**config.mk**
```make
export PLATFORM = sky130hd
export DESIGN_NAME = mersenne61_polynomial_hash_top
export DESIGN_NICKNAME = d
export VERILOG_FILES = /design/src/rtl/mph_pkg.sv /design/src/rtl/mph_front.sv /design/src/rtl/mph_queue.sv /design/src/rtl/mph_back.sv /design/src/rtl/mersenne61_polynomial_hash_top.sv
export SDC_FILE = /design/constraint.sdc
export NUM_CORES = 2
export LEC_CHECK = 0
export BUFFER_PORTS_ARGS = -buffer_cell sky130_fd_sc_hd__buf_2
export CORE_MARGIN = 2
export CORE_UTILIZATION = 50
export CTS_CLUSTER_DIAMETER = 50
export CTS_CLUSTER_SIZE = 28
export DETAILED_ROUTE_END_ITERATION = 8
export GPL_ROUTABILITY_DRIVEN = 0
export PLACE_DENSITY = 0.67
export SLEW_MARGIN = 20
export SYNTH_ARGS = -nofsm -noshare
export SYNTH_HDL_FRONTEND = slang
export SYNTH_HIERARCHICAL = 1
export SYNTH_SLANG_ARGS = --single-unit
```
**constraint.sdc**
```tcl
create_clock -name clk -period 13.2 [get_ports clk]
set_clock_uncertainty 0.1 [all_clocks]
set_input_delay 2.64 -clock clk [delete_from_list [all_inputs] [get_ports clk]]
set_output_delay 2.64 -clock clk [all_outputs]
set_load 0.05 [all_outputs]
```
**src/rtl/mph_pkg.sv**
```systemverilog
package mph_pkg;

  localparam int VAL_W = 61;
  localparam logic [VAL_W-1:0] PRIME = 61'h1FFF_FFFF_FFFF_FFFF;

  // Command codes on the request channel.
  localparam logic [1:0] CMD_CHUNK  = 2'd0;
  localparam logic [1:0] CMD_LENGTH = 2'd1;
  localparam logic [1:0] CMD_KEY    = 2'd2;

  // Depth of the queue between the front and the back.
  localparam int Q_DEPTH = 4;
  localparam int Q_PTR_W = $clog2(Q_DEPTH);
  localparam int Q_CNT_W = $clog2(Q_DEPTH + 1);

  typedef enum logic [1:0] {
    OP_CHUNK,
    OP_FINISH,
    OP_KEY
  } op_t;

  typedef struct packed {
    op_t              op;
    logic [VAL_W-1:0] data;
  } mph_req_t;

  // Maps a 61-bit value into 0..p-1; only p itself is out of range.
  function automatic logic [VAL_W-1:0] fold_canon(input logic [VAL_W-1:0] v);
    fold_canon = (v == PRIME) ? '0 : v;
  endfunction

endpackage

```
**src/rtl/mph_front.sv**
```systemverilog
module mph_front import mph_pkg::*; (
  input  logic             clk,
  input  logic             rst,
  input  logic             req_valid,
  output logic             req_ready,
  input  logic [1:0]       cmd,
  input  logic [VAL_W-1:0] data,
  output logic             push_valid,
  input  logic             push_ready,
  output mph_req_t         push_req
);

  logic     fr_valid;
  mph_req_t fr_req;
  logic     dec_ok;
  op_t      dec_op;

  // Unused commands are dropped here and never reach the queue.
  always_comb begin
    dec_ok = 1'b1;
    dec_op = OP_CHUNK;
    case (cmd)
      CMD_CHUNK:  dec_op = OP_CHUNK;
      CMD_LENGTH: dec_op = OP_FINISH;
      CMD_KEY:    dec_op = OP_KEY;
      default:    dec_ok = 1'b0;
    endcase
  end

  assign req_ready  = !fr_valid || push_ready;
  assign push_valid = fr_valid;
  assign push_req   = fr_req;

  always_ff @(posedge clk) begin
    if (rst) begin
      fr_valid <= 1'b0;
    end else if (req_ready) begin
      fr_valid <= req_valid && dec_ok;
    end
  end

  always_ff @(posedge clk) begin
    if (req_ready && req_valid) begin
      fr_req.op   <= dec_op;
      fr_req.data <= fold_canon(data);
    end
  end

endmodule

```
**src/rtl/mph_queue.sv**
```systemverilog
module mph_queue import mph_pkg::*; (
  input  logic     clk,
  input  logic     rst,
  input  logic     push_valid,
  output logic     push_ready,
  input  mph_req_t push_req,
  output logic     pop_valid,
  input  logic     pop_ready,
  output mph_req_t pop_req
);

  mph_req_t           entries [Q_DEPTH];
  logic [Q_PTR_W-1:0] wr_ptr;
  logic [Q_PTR_W-1:0] rd_ptr;
  logic [Q_CNT_W-1:0] count;
  logic               do_push;
  logic               do_pop;

  assign push_ready = (count != Q_CNT_W'(Q_DEPTH));
  assign pop_valid  = (count != '0);
  assign pop_req    = entries[rd_ptr];
  assign do_push    = push_valid && push_ready;
  assign do_pop     = pop_valid && pop_ready;

  always_ff @(posedge clk) begin
    if (rst) begin
      wr_ptr <= '0;
      rd_ptr <= '0;
      count  <= '0;
    end else begin
      if (do_push) begin
        wr_ptr <= (wr_ptr == Q_PTR_W'(Q_DEPTH - 1)) ? '0 : wr_ptr + 1'b1;
      end
      if (do_pop) begin
        rd_ptr <= (rd_ptr == Q_PTR_W'(Q_DEPTH - 1)) ? '0 : rd_ptr + 1'b1;
      end
      if (do_push && !do_pop) begin
        count <= count + 1'b1;
      end else if (do_pop && !do_push) begin
        count <= count - 1'b1;
      end
    end
  end

  always_ff @(posedge clk) begin
    if (do_push) begin
      entries[wr_ptr] <= push_req;
    end
  end

endmodule

```
**src/rtl/mph_back.sv**
```systemverilog
module mph_back import mph_pkg::*; (
  input  logic             clk,
  input  logic             rst,
  input  logic             pop_valid,
  output logic             pop_ready,
  input  mph_req_t         pop_req,
  input  logic             cfg_we,
  input  logic [VAL_W-1:0] cfg_data,
  output logic             res_valid,
  input  logic             res_ready,
  output logic [VAL_W-1:0] hash_value
);

  localparam logic [2:0] ST_IDLE = 3'd0;
  localparam logic [2:0] ST_MUL  = 3'd1;
  localparam logic [2:0] ST_ACC  = 3'd2;
  localparam logic [2:0] ST_RED  = 3'd3;
  localparam logic [2:0] ST_FIN  = 3'd4;

  localparam logic [1:0] SH_0  = 2'd0;
  localparam logic [1:0] SH_32 = 2'd1;
  localparam logic [1:0] SH_64 = 2'd2;

  localparam int PROD_W = 2 * VAL_W;

  logic [2:0]        state;
  logic [1:0]        idx;
  logic              fin;
  logic [VAL_W-1:0]  accumulator;
  logic [VAL_W-1:0]  current_key;
  logic [VAL_W-1:0]  first_key;
  logic [VAL_W-1:0]  opa;
  logic [63:0]       pp;
  logic [1:0]        pp_sh;
  logic [PROD_W-1:0] prod;
  logic [VAL_W:0]    red;

  logic [VAL_W:0]    sum_raw;
  logic [VAL_W-1:0]  sum_canon;
  logic [31:0]       mul_x;
  logic [31:0]       mul_y;
  logic [PROD_W-1:0] pp_shifted;
  logic [VAL_W:0]    fold_raw;
  logic [VAL_W-1:0]  fold_canon_v;
  logic              fin_go;
  logic              res_load;

  // h + m, both already canonical, so one conditional subtract suffices.
  assign sum_raw   = {1'b0, accumulator} + {1'b0, pop_req.data};
  assign sum_canon = (sum_raw >= {1'b0, PRIME}) ? sum_raw[VAL_W-1:0] - PRIME
                                                : sum_raw[VAL_W-1:0];

  // Partial products: idx bit 1 picks the high half of the sum,
  // idx bit 0 picks the high half of the key.
  assign mul_x = idx[1] ? {3'b000, opa[VAL_W-1:32]} : opa[31:0];
  assign mul_y = idx[0] ? {3'b000, current_key[VAL_W-1:32]} : current_key[31:0];

  always_comb begin
    case (pp_sh)
      SH_0:    pp_shifted = {58'b0, pp};
      SH_32:   pp_shifted = {26'b0, pp, 32'b0};
      SH_64:   pp_shifted = {pp[57:0], 64'b0};
      default: pp_shifted = '0;
    endcase
  end

  // Second fold of the reduced product; the value is at most 2^61.
  assign fold_raw     = {1'b0, red[VAL_W-1:0]} + {{VAL_W{1'b0}}, red[VAL_W]};
  assign fold_canon_v = (fold_raw >= {1'b0, PRIME}) ? fold_raw[VAL_W-1:0] - PRIME
                                                    : fold_raw[VAL_W-1:0];

  assign fin_go    = !fin || !res_valid || res_ready;
  assign pop_ready = (state == ST_IDLE);
  assign res_load  = (state == ST_FIN) && fin && fin_go;

  always_ff @(posedge clk) begin
    if (rst) begin
      state       <= ST_IDLE;
      idx         <= '0;
      fin         <= 1'b0;
      accumulator <= '0;
      current_key <= '0;
      first_key   <= '0;
      res_valid   <= 1'b0;
    end else begin
      if (res_valid && res_ready && !res_load) begin
        res_valid <= 1'b0;
      end
      case (state)
        ST_IDLE: begin
          if (pop_valid) begin
            case (pop_req.op)
              OP_CHUNK, OP_FINISH: begin
                fin   <= (pop_req.op == OP_FINISH);
                idx   <= '0;
                state <= ST_MUL;
              end
              OP_KEY: begin
                current_key <= pop_req.data;
              end
              default: begin
              end
            endcase
          end
        end
        ST_MUL: begin
          idx <= idx + 1'b1;
          if (idx == 2'd3) begin
            state <= ST_ACC;
          end
        end
        ST_ACC: begin
          state <= ST_RED;
        end
        ST_RED: begin
          state <= ST_FIN;
        end
        ST_FIN: begin
          if (fin_go) begin
            state <= ST_IDLE;
            if (fin) begin
              res_valid   <= 1'b1;
              accumulator <= '0;
              current_key <= first_key;
            end else begin
              accumulator <= fold_canon_v;
            end
          end
        end
        default: begin
          state <= ST_IDLE;
        end
      endcase
      if (cfg_we) begin
        first_key   <= fold_canon(cfg_data);
        current_key <= fold_canon(cfg_data);
      end
    end
  end

  // Datapath: the sum, the partial-product pipeline and the reduction.
  always_ff @(posedge clk) begin
    case (state)
      ST_IDLE: begin
        opa  <= sum_canon;
        pp   <= '0;
        prod <= '0;
      end
      ST_MUL: begin
        pp    <= mul_x * mul_y;
        pp_sh <= {1'b0, idx[1]} + {1'b0, idx[0]};
        prod  <= prod + pp_shifted;
      end
      ST_ACC: begin
        prod <= prod + pp_shifted;
      end
      ST_RED: begin
        red <= {1'b0, prod[VAL_W-1:0]} + {1'b0, prod[PROD_W-1:VAL_W]};
      end
      ST_FIN: begin
        if (fin && fin_go) begin
          hash_value <= fold_canon_v;
        end
      end
      default: begin
      end
    endcase
  end

endmodule

```
**src/rtl/mersenne61_polynomial_hash_top.sv**
```systemverilog
// Polynomial hash core over the prime p = 2^61 - 1.
// Requests arrive on the req_valid / req_ready channel with a 2-bit cmd and
// a 61-bit data word. A chunk request (cmd 0) updates h = ((h + m) * key) mod p.
// A length request (cmd 1) absorbs the length the same way, returns the hash
// on the res_valid / res_ready channel, clears h and reloads the key from
// first_key. A key request (cmd 2) loads the segment key; cmd 3 is dropped.
// The user must write first_key through cfg_we / cfg_data only while the core
// is idle (the block does not enforce it); the write also loads the working key.
// The front registers and decodes each request and pushes it into a four-entry
// queue, so req_ready stays high while the back is busy until the queue fills.
// In the back, each chunk or length request passes through the add, the four
// 32x32 partial products on the shared multiplier, a step that sums the last
// one and two steps that reduce mod p. A key request is handled in the idle
// state. res_valid is set with the hash register at the end of the reduction.
// If the receiver stalls, the result waits in the output register; chunks keep
// flowing; a later length request waits for it to drain and blocks the queue.
// Reset is synchronous: h, the working key and first_key go to zero and both
// channels are emptied.
module mersenne61_polynomial_hash_top import mph_pkg::*; (
  input  logic             clk,
  input  logic             rst,
  input  logic             req_valid,
  output logic             req_ready,
  input  logic [1:0]       cmd,
  input  logic [VAL_W-1:0] data,
  output logic             res_valid,
  input  logic             res_ready,
  output logic [VAL_W-1:0] hash_value,
  input  logic             cfg_we,
  input  logic [VAL_W-1:0] cfg_data
);

  // Front to queue.
  logic     push_valid;
  logic     push_ready;
  mph_req_t push_req;

  // Queue to back.
  logic     pop_valid;
  logic     pop_ready;
  mph_req_t pop_req;

  mph_front u_front (
    .clk        (clk),
    .rst        (rst),
    .req_valid  (req_valid),
    .req_ready  (req_ready),
    .cmd        (cmd),
    .data       (data),
    .push_valid (push_valid),
    .push_ready (push_ready),
    .push_req   (push_req)
  );

  mph_queue u_queue (
    .clk        (clk),
    .rst        (rst),
    .push_valid (push_valid),
    .push_ready (push_ready),
    .push_req   (push_req),
    .pop_valid  (pop_valid),
    .pop_ready  (pop_ready),
    .pop_req    (pop_req)
  );

  // The back holds the accumulator, both keys and the result register.
  mph_back u_back (
    .clk        (clk),
    .rst        (rst),
    .pop_valid  (pop_valid),
    .pop_ready  (pop_ready),
    .pop_req    (pop_req),
    .cfg_we     (cfg_we),
    .cfg_data   (cfg_data),
    .res_valid  (res_valid),
    .res_ready  (res_ready),
    .hash_value (hash_value)
  );

endmodule

```
# Word level (Yosys, flattened, before mapping)

Memories as Yosys holds them, arrays and structs flattened. A register that Yosys moved wholly into a read port is not among the register bits.
Cells that the tools add are included.

Bits in registers: 633
Memory bits (writable): 252
Bits of input ports: 129
Output and inout bits: 63
Logic and storage cells: 134
Memories: 1

$add $sub $neg: 12
Multiply operators: 1
$lt $le $gt $ge: 2
Equality and inequality tests: 24
Mux-type cells: 37
Reduce and logical (&&, ||, !) cells: 38

Memory list:

| memory          | words | width | rd ports | clocked after Yosys merged registers in | wr ports | RTL line        | source |
|---|---|---|---|---|---|---|---|
| u_queue.entries | 4     | 63    | 1        | 1                                       | 1        | mph_queue.sv:12 | `mph_req_t entries [Q_DEPTH];` |

Operator list:

| kind                                                   | number |
|---|---|
| two-way mux 61 bit                                     | 9 |
| case mux 122 bit (3 select lines)                      | 1 |
| case mux 122 bit (2 select lines)                      | 1 |
| case mux 64 bit (2 select lines)                       | 1 |
| adder 61 x 61 -> 62 bit                                | 2 |
| >= comparator 62 x 61 -> 1 bit (second input constant) | 2 |
| adder 122 bit                                          | 1 |
| equality test 61 bit (second input constant)           | 2 |
| case mux 61 bit (2 select lines)                       | 1 |
| subtractor 61 bit (second input constant)              | 2 |
| multiplier 32 x 32 -> 64 bit                           | 1 |
| two-way mux 32 bit                                     | 2 |
| adder 61 x 1 -> 62 bit                                 | 1 |
| two-way mux 3 bit                                      | 6 |
| case mux 3 bit (5 select lines)                        | 1 |
| equality test 2 bit (second input constant)            | 6 |
| two-way mux 2 bit                                      | 6 |
| != test 3 x 2 -> 1 bit (second input constant)         | 4 |
| logical AND 1 bit                                      | 11 |
| != test 2 x 1 -> 1 bit (second input constant)         | 4 |
| case mux 2 bit (2 select lines)                        | 2 |
| two-way mux 1 bit                                      | 7 |
| adder 2 x 1 -> 2 bit (second input constant)           | 3 |
| equality test 2 x 1 -> 1 bit (second input constant)   | 3 |
| 19 further kinds                                       | 35 |

# Logic depth before layout (Yosys ltp)

Depth after elaboration: 10
Mapped depth: 35

# Modules after synthesis

Netlist, hierarchy kept.

Modules (own cells, without submodules):

| module    | times used | cells an instance | area each (sq um) |
|---|---|---|---|
| mph_back  | 1          | 8,309             | 72,442.0 |
| mph_queue | 1          | 377               | 9,547.9 |
| mph_front | 1          | 237               | 3,205.6 |

# Worst setup path after synthesis

No wires, ideal clock.

Path type: register to register
From: register u_back.idx[0]
To: register u_back.pp[58], data pin
Setup time: 280 ps
Arrival time: 9,050 ps
Required time: 12,820 ps
Setup slack: 3,770 ps
Stages on the path, launching flop included: 36
Cells stage by stage: dfxtp_1 > clkbuf_1 > clkbuf_1 > clkbuf_1 > mux2i_1 > clkbuf_1 > nor2_1 > fa_1 > inv_1 > fa_1 > inv_1 > fa_1 > inv_1 > fa_1 > inv_1 > fa_1 > fa_1 > fa_1 > inv_1 > fa_1 > inv_1 > ha_1 > clkbuf_1 > a21o_1 > a21oi_1 > o21bai_1 > a21o_1 > a211o_1 > a21oi_1 > nand2b_1 > o21ai_0 > a21oi_1 > o31ai_1 > a31oi_1 > mux2i_1 > o311ai_0

Cells in the longest elaborated chain, start to end: 3

Ends and longest elaborated chain:

| element                          | RTL line        | source |
|---|---|---|
| start, declared                  | mph_back.sv:27  | `logic [1:0] idx;` |
| start signal, assigned           | mph_back.sv:107 | `idx <= idx + 1'b1;` |
| two-way mux 32 bit               | mph_back.sv:56  | `assign mul_y = idx[0] ? {3'b000, current_key[VAL_W-1:32]} : current_key[31:0];` |
| multiplier 32 x 32 -> 64 bit     | mph_back.sv:150 | `pp <= mul_x * mul_y;` |
| case mux 64 bit (2 select lines) | mph_back.sv:143 | `case (state)` |
| end signal, assigned             | mph_back.sv:150 |  |
| end, declared                    | mph_back.sv:33  | `logic [63:0] pp;` |

No other way between the ends.
A chain may end at the register's enable or synchronous reset.

# Worst setup path after layout

From: register u_back.idx[1]
To: register u_back.pp[58], data pin

Cells in the longest elaborated chain, start to end: 3

Ends and longest elaborated chain:

| element                          | RTL line        | source |
|---|---|---|
| two-way mux 32 bit               | mph_back.sv:55  | `assign mul_x = idx[1] ? {3'b000, opa[VAL_W-1:32]} : opa[31:0];` |
| multiplier 32 x 32 -> 64 bit     | mph_back.sv:150 |  |
| case mux 64 bit (2 select lines) | mph_back.sv:143 |  |

No other way between the ends.

==> summary.md <==
| Metric | Value |
|---|---|
| Status | `complete, no violations` |
| Worst hold-check path type | `register to register` |
| Yosys cell types | `101` |
| RR Startpoint | `u_back/idx[1]$_SDFFE_PP0P_` |
| Num CTS Buffers | `85` |
| Setup crit start | `u_back/idx[1]$_SDFFE_PP0P_` |
| Worst path bufs/invs | `7` |
| Initial Utilization | `50.3%` |
| First-pass DRT Iterations | `6` |
| Hold buffer count at CTS | `0` |
| Total global routing overflow | `0` |
| Synth async-reset ratio | `0%` |
| CP delay by family, top | `adder cells` |
| Mapped Avg Cell Area | `9.55 um2` |
| Clock buffer depth | `3` |
| Critical path class | `register to register` |
| Startpoint types | `register` |
| Ys Warns | `6` |
| DIE AREA | `0.174 mm2` |
| Clk sink count | `887` |
| Area grow syn2layout | `7.32%` |
| R2R setup slack | `2.59 ns` |
| Commonest non-fill, non-tap cells in the layout | `inv_1 (1096), nor2_1 (1088), nand2_1 (911), fa_1 (900), edfxtp_1 (687)` |
| I/O pin count | `192` |
| Cell mode on critical path | `fa_1` |
| WP depth | `31` |
| Final WL | `286 mm` |
| Largest net degree at the start of global routing | `95` |
| Final hold violations | `0` |
| F_max | `94.2 MHz` |
| RSZ-0062 raised after global routing | `false` |
| Max Slew Vio Count | `0` |
| Slew @ Worst Pin | `1.19 ns` |
| CTS tree | `yes` |
| Tcrit/Tclk final | `80.4%` |
| Syn Nets | `10500` |
| Avg Vias per Cell | `6.19` |
| Die extent in x | `417 um` |
| Clock Latency Late Sink | `0.73 ns` |
| Final instance area | `0.0914 mm2` |
| Crit Path Max Fanout | `66` |
| CP max stage cell | `dfxtp_4` |
| Die Y | `417 um` |
| Initial antenna violation count | `7` |
| Core ar. | `0.169 mm2` |
| Commonest non-fill, non-tap cell in the layout | `inv_1` |
| Number of global-route vias before repair | `67000` |
| Hpwl dp | `223 mm` |
| Clk root buf | `clkbuf_16` |
| Via Count | `69000` |
| Worst Setup End Kind | `register` |
| Path depth of the worst reg2reg path | `31` |
| RR Endpoint | `u_back/pp[58]$_SDFFCE_PP0P_` |
| Total Routing Usage GR | `32.6%` |
| WP data required | `13.54 ns` |
| Clk slew on worst S/H paths | `0.08 ns` |
| Top FF cell, synth | `edfxtp_1` |
| DR iter-0 viols | `7847` |
| H-tree Lvls | `3` |
| Total Neg Setup Slack | `0 ns` |
| Number of synthesized flops with an enable pin | `687` |
| DRC | `0` |
| Post-Synthesis Cell Area | `0.0852 mm2` |
| Worst setup endpoint | `u_back/pp[58]$_SDFFCE_PP0P_` |
| Max cap viols | `0` |
| Layout cells sized above 1 | `8.18%` |
| Setup-violating endpoint count in the final report | `0` |
| Slew headroom | `18.6%` |
| DR WL/cell | `25.6 um` |
| Routed Antenna Nets | `0` |
| Final nets | `10400` |
| Post-CTS resize count | `0` |
| Post-Synthesis Cells | `8923` |
| Placed inst area | `0.0882 mm2` |
| Sequential-to-total area share from yosys stat | `28.9%` |
| Worst Hold Slack | `0.378 ns` |
| First-pass GRT wire length | `424 mm` |
| Register bit total from synthesis | `887` |
| I/O Buffers | `191` |
| Worst EP arrival | `10.95 ns` |
| Final min period | `10.61 ns` |
| Post-CTS setup buffer count | `0` |
| Rows | `151` |
| CP peak stage delay | `1.07 ns` |
[cells by family after synthesis]
| kind of cell | count (synthesis) | share of synthesized area [%] |
|---|---|---|
| buf+inv | 1555 | 7.07 |
| fa+ha+maj | 1417 | 28.7 |
| xor+xnor | 393 | 4.04 |
| flops | 887 | 28.9 |
| compound gates | 1458 | 11.2 |
| mux | 284 | 4.35 |
| simple gates | 2929 | 15.7 |
[Yosys cell counts, types with 59 or more instances]
cell / n / share of area, %
xor2_1: 149 / 1.5
nand4_1: 154 / 1.1
mux2i_1: 162 / 1.9
ha_1: 517 / 7.6
mux4_2: 63 / 1.7
xnor2_1: 244 / 2.5
inv_1: 1097 / 4.8
clkbuf_1: 383 / 1.7
mux2_2: 59 / 0.78
nor3_1: 107 / 0.63
and2_1: 93 / 0.68
nor2_1: 1091 / 4.8
fa_1: 900 / 21
dfxtp_1: 200 / 4.7
nand2b_1: 114 / 0.84
and3_1: 59 / 0.43
o21ai_0: 271 / 1.6
nand3_1: 156 / 0.92
nand2_1: 912 / 4.0
a21oi_1: 433 / 2.5
a21o_1: 204 / 1.8
o211ai_1: 105 / 0.93
edfxtp_1: 687 / 24
[registers in the layout, summed over array words and instances (netlist names), named ones only]
name and count:
u_front/push_req 63, u_back/pp_sh 2, u_back/prod 122, u_back/state 3
u_back/red 62, u_back/fin 1, u_back/hash_value 61, u_queue/rd_ptr 2
u_back/current_key 61, u_back/res_valid 1, u_queue/count 3, u_queue/entries 252
u_queue/wr_ptr 2, u_back/accumulator 61, u_back/pp 64, u_front/push_valid 1
u_back/opa 61, u_back/idx 2, u_back/first_key 61
[routing by layer]
layer,part of all wire [%],up-vias,global-route usage [%]
li1,-,30000,-
met1,39,34100,44.5
met2,42,4010,47.0
met3,12,882,7.76
met4,7.5,8,20.1
met5,0.020,-,0
[tightest hold or removal path, delay by kind of cell (launching register included)]
kind / cells / cell delay (ns)
and+or+nand+nor: 1 / 0.06
DFF: 1 / 0.32
AOI/OAI and AO/OA: 1 / 0.06
[layout make-up]
type / count / area [um2]
well taps: 2218 / 2780
repair buffers: 308 / 1860
diodes: 6 / 15.0
flip-flops and latches: 887 / 24600
inverters: 1097 / 4120
clock inverters: 68 / 941
fillers: 14900 / 77900
multi-input cells: 6481 / 54900
clock buffers: 92 / 2190
[worst min path at each step]
| stage | startpoint | to | slack [ns] | depth (start not counted) |
|---|---|---|---|---|
| after detailed placement | u_back/first_key[0]$_SDFFE_PP0P_ | u_back/first_key[0]$_SDFFE_PP0P_ | 0.36 | 2 |
| after floorplan | u_back/accumulator[59]$_SDFFE_PP0P_ | u_back/accumulator[59]$_SDFFE_PP0P_ | 0.33 | 2 |
| after global placement | u_back/first_key[59]$_SDFFE_PP0P_ | u_back/first_key[59]$_SDFFE_PP0P_ | 0.36 | 2 |
| final | u_back/first_key[37]$_SDFFE_PP0P_ | u_back/first_key[37]$_SDFFE_PP0P_ | 0.38 | 2 |
| after global routing | u_back/first_key[5]$_SDFFE_PP0P_ | u_back/first_key[5]$_SDFFE_PP0P_ | 0.40 | 2 |
| after CTS | u_front/push_req[50]$_SDFFCE_PN0P_ | u_queue/entries[0][50]$_DFFE_PP_ | 0.37 | 0 |
[metrics by stage]
| step | instances | worst slack, ns | util [%] |
|---|---|---|---|
| global route | 11200 | 2.20 | 54.0 |
| global placement | 11000 | 2.77 | 52.1 |
| CTS | 11200 | 2.66 | 54.0 |
| finish | 11200 | 2.59 | 54.0 |
| floorplan | 8923 | 3.77 | - |
| detailed placement | 11000 | 2.70 | 52.1 |
Power is not shown: default switching activity piles up to over one toggle a cycle in this logic, so the estimate is an artifact.
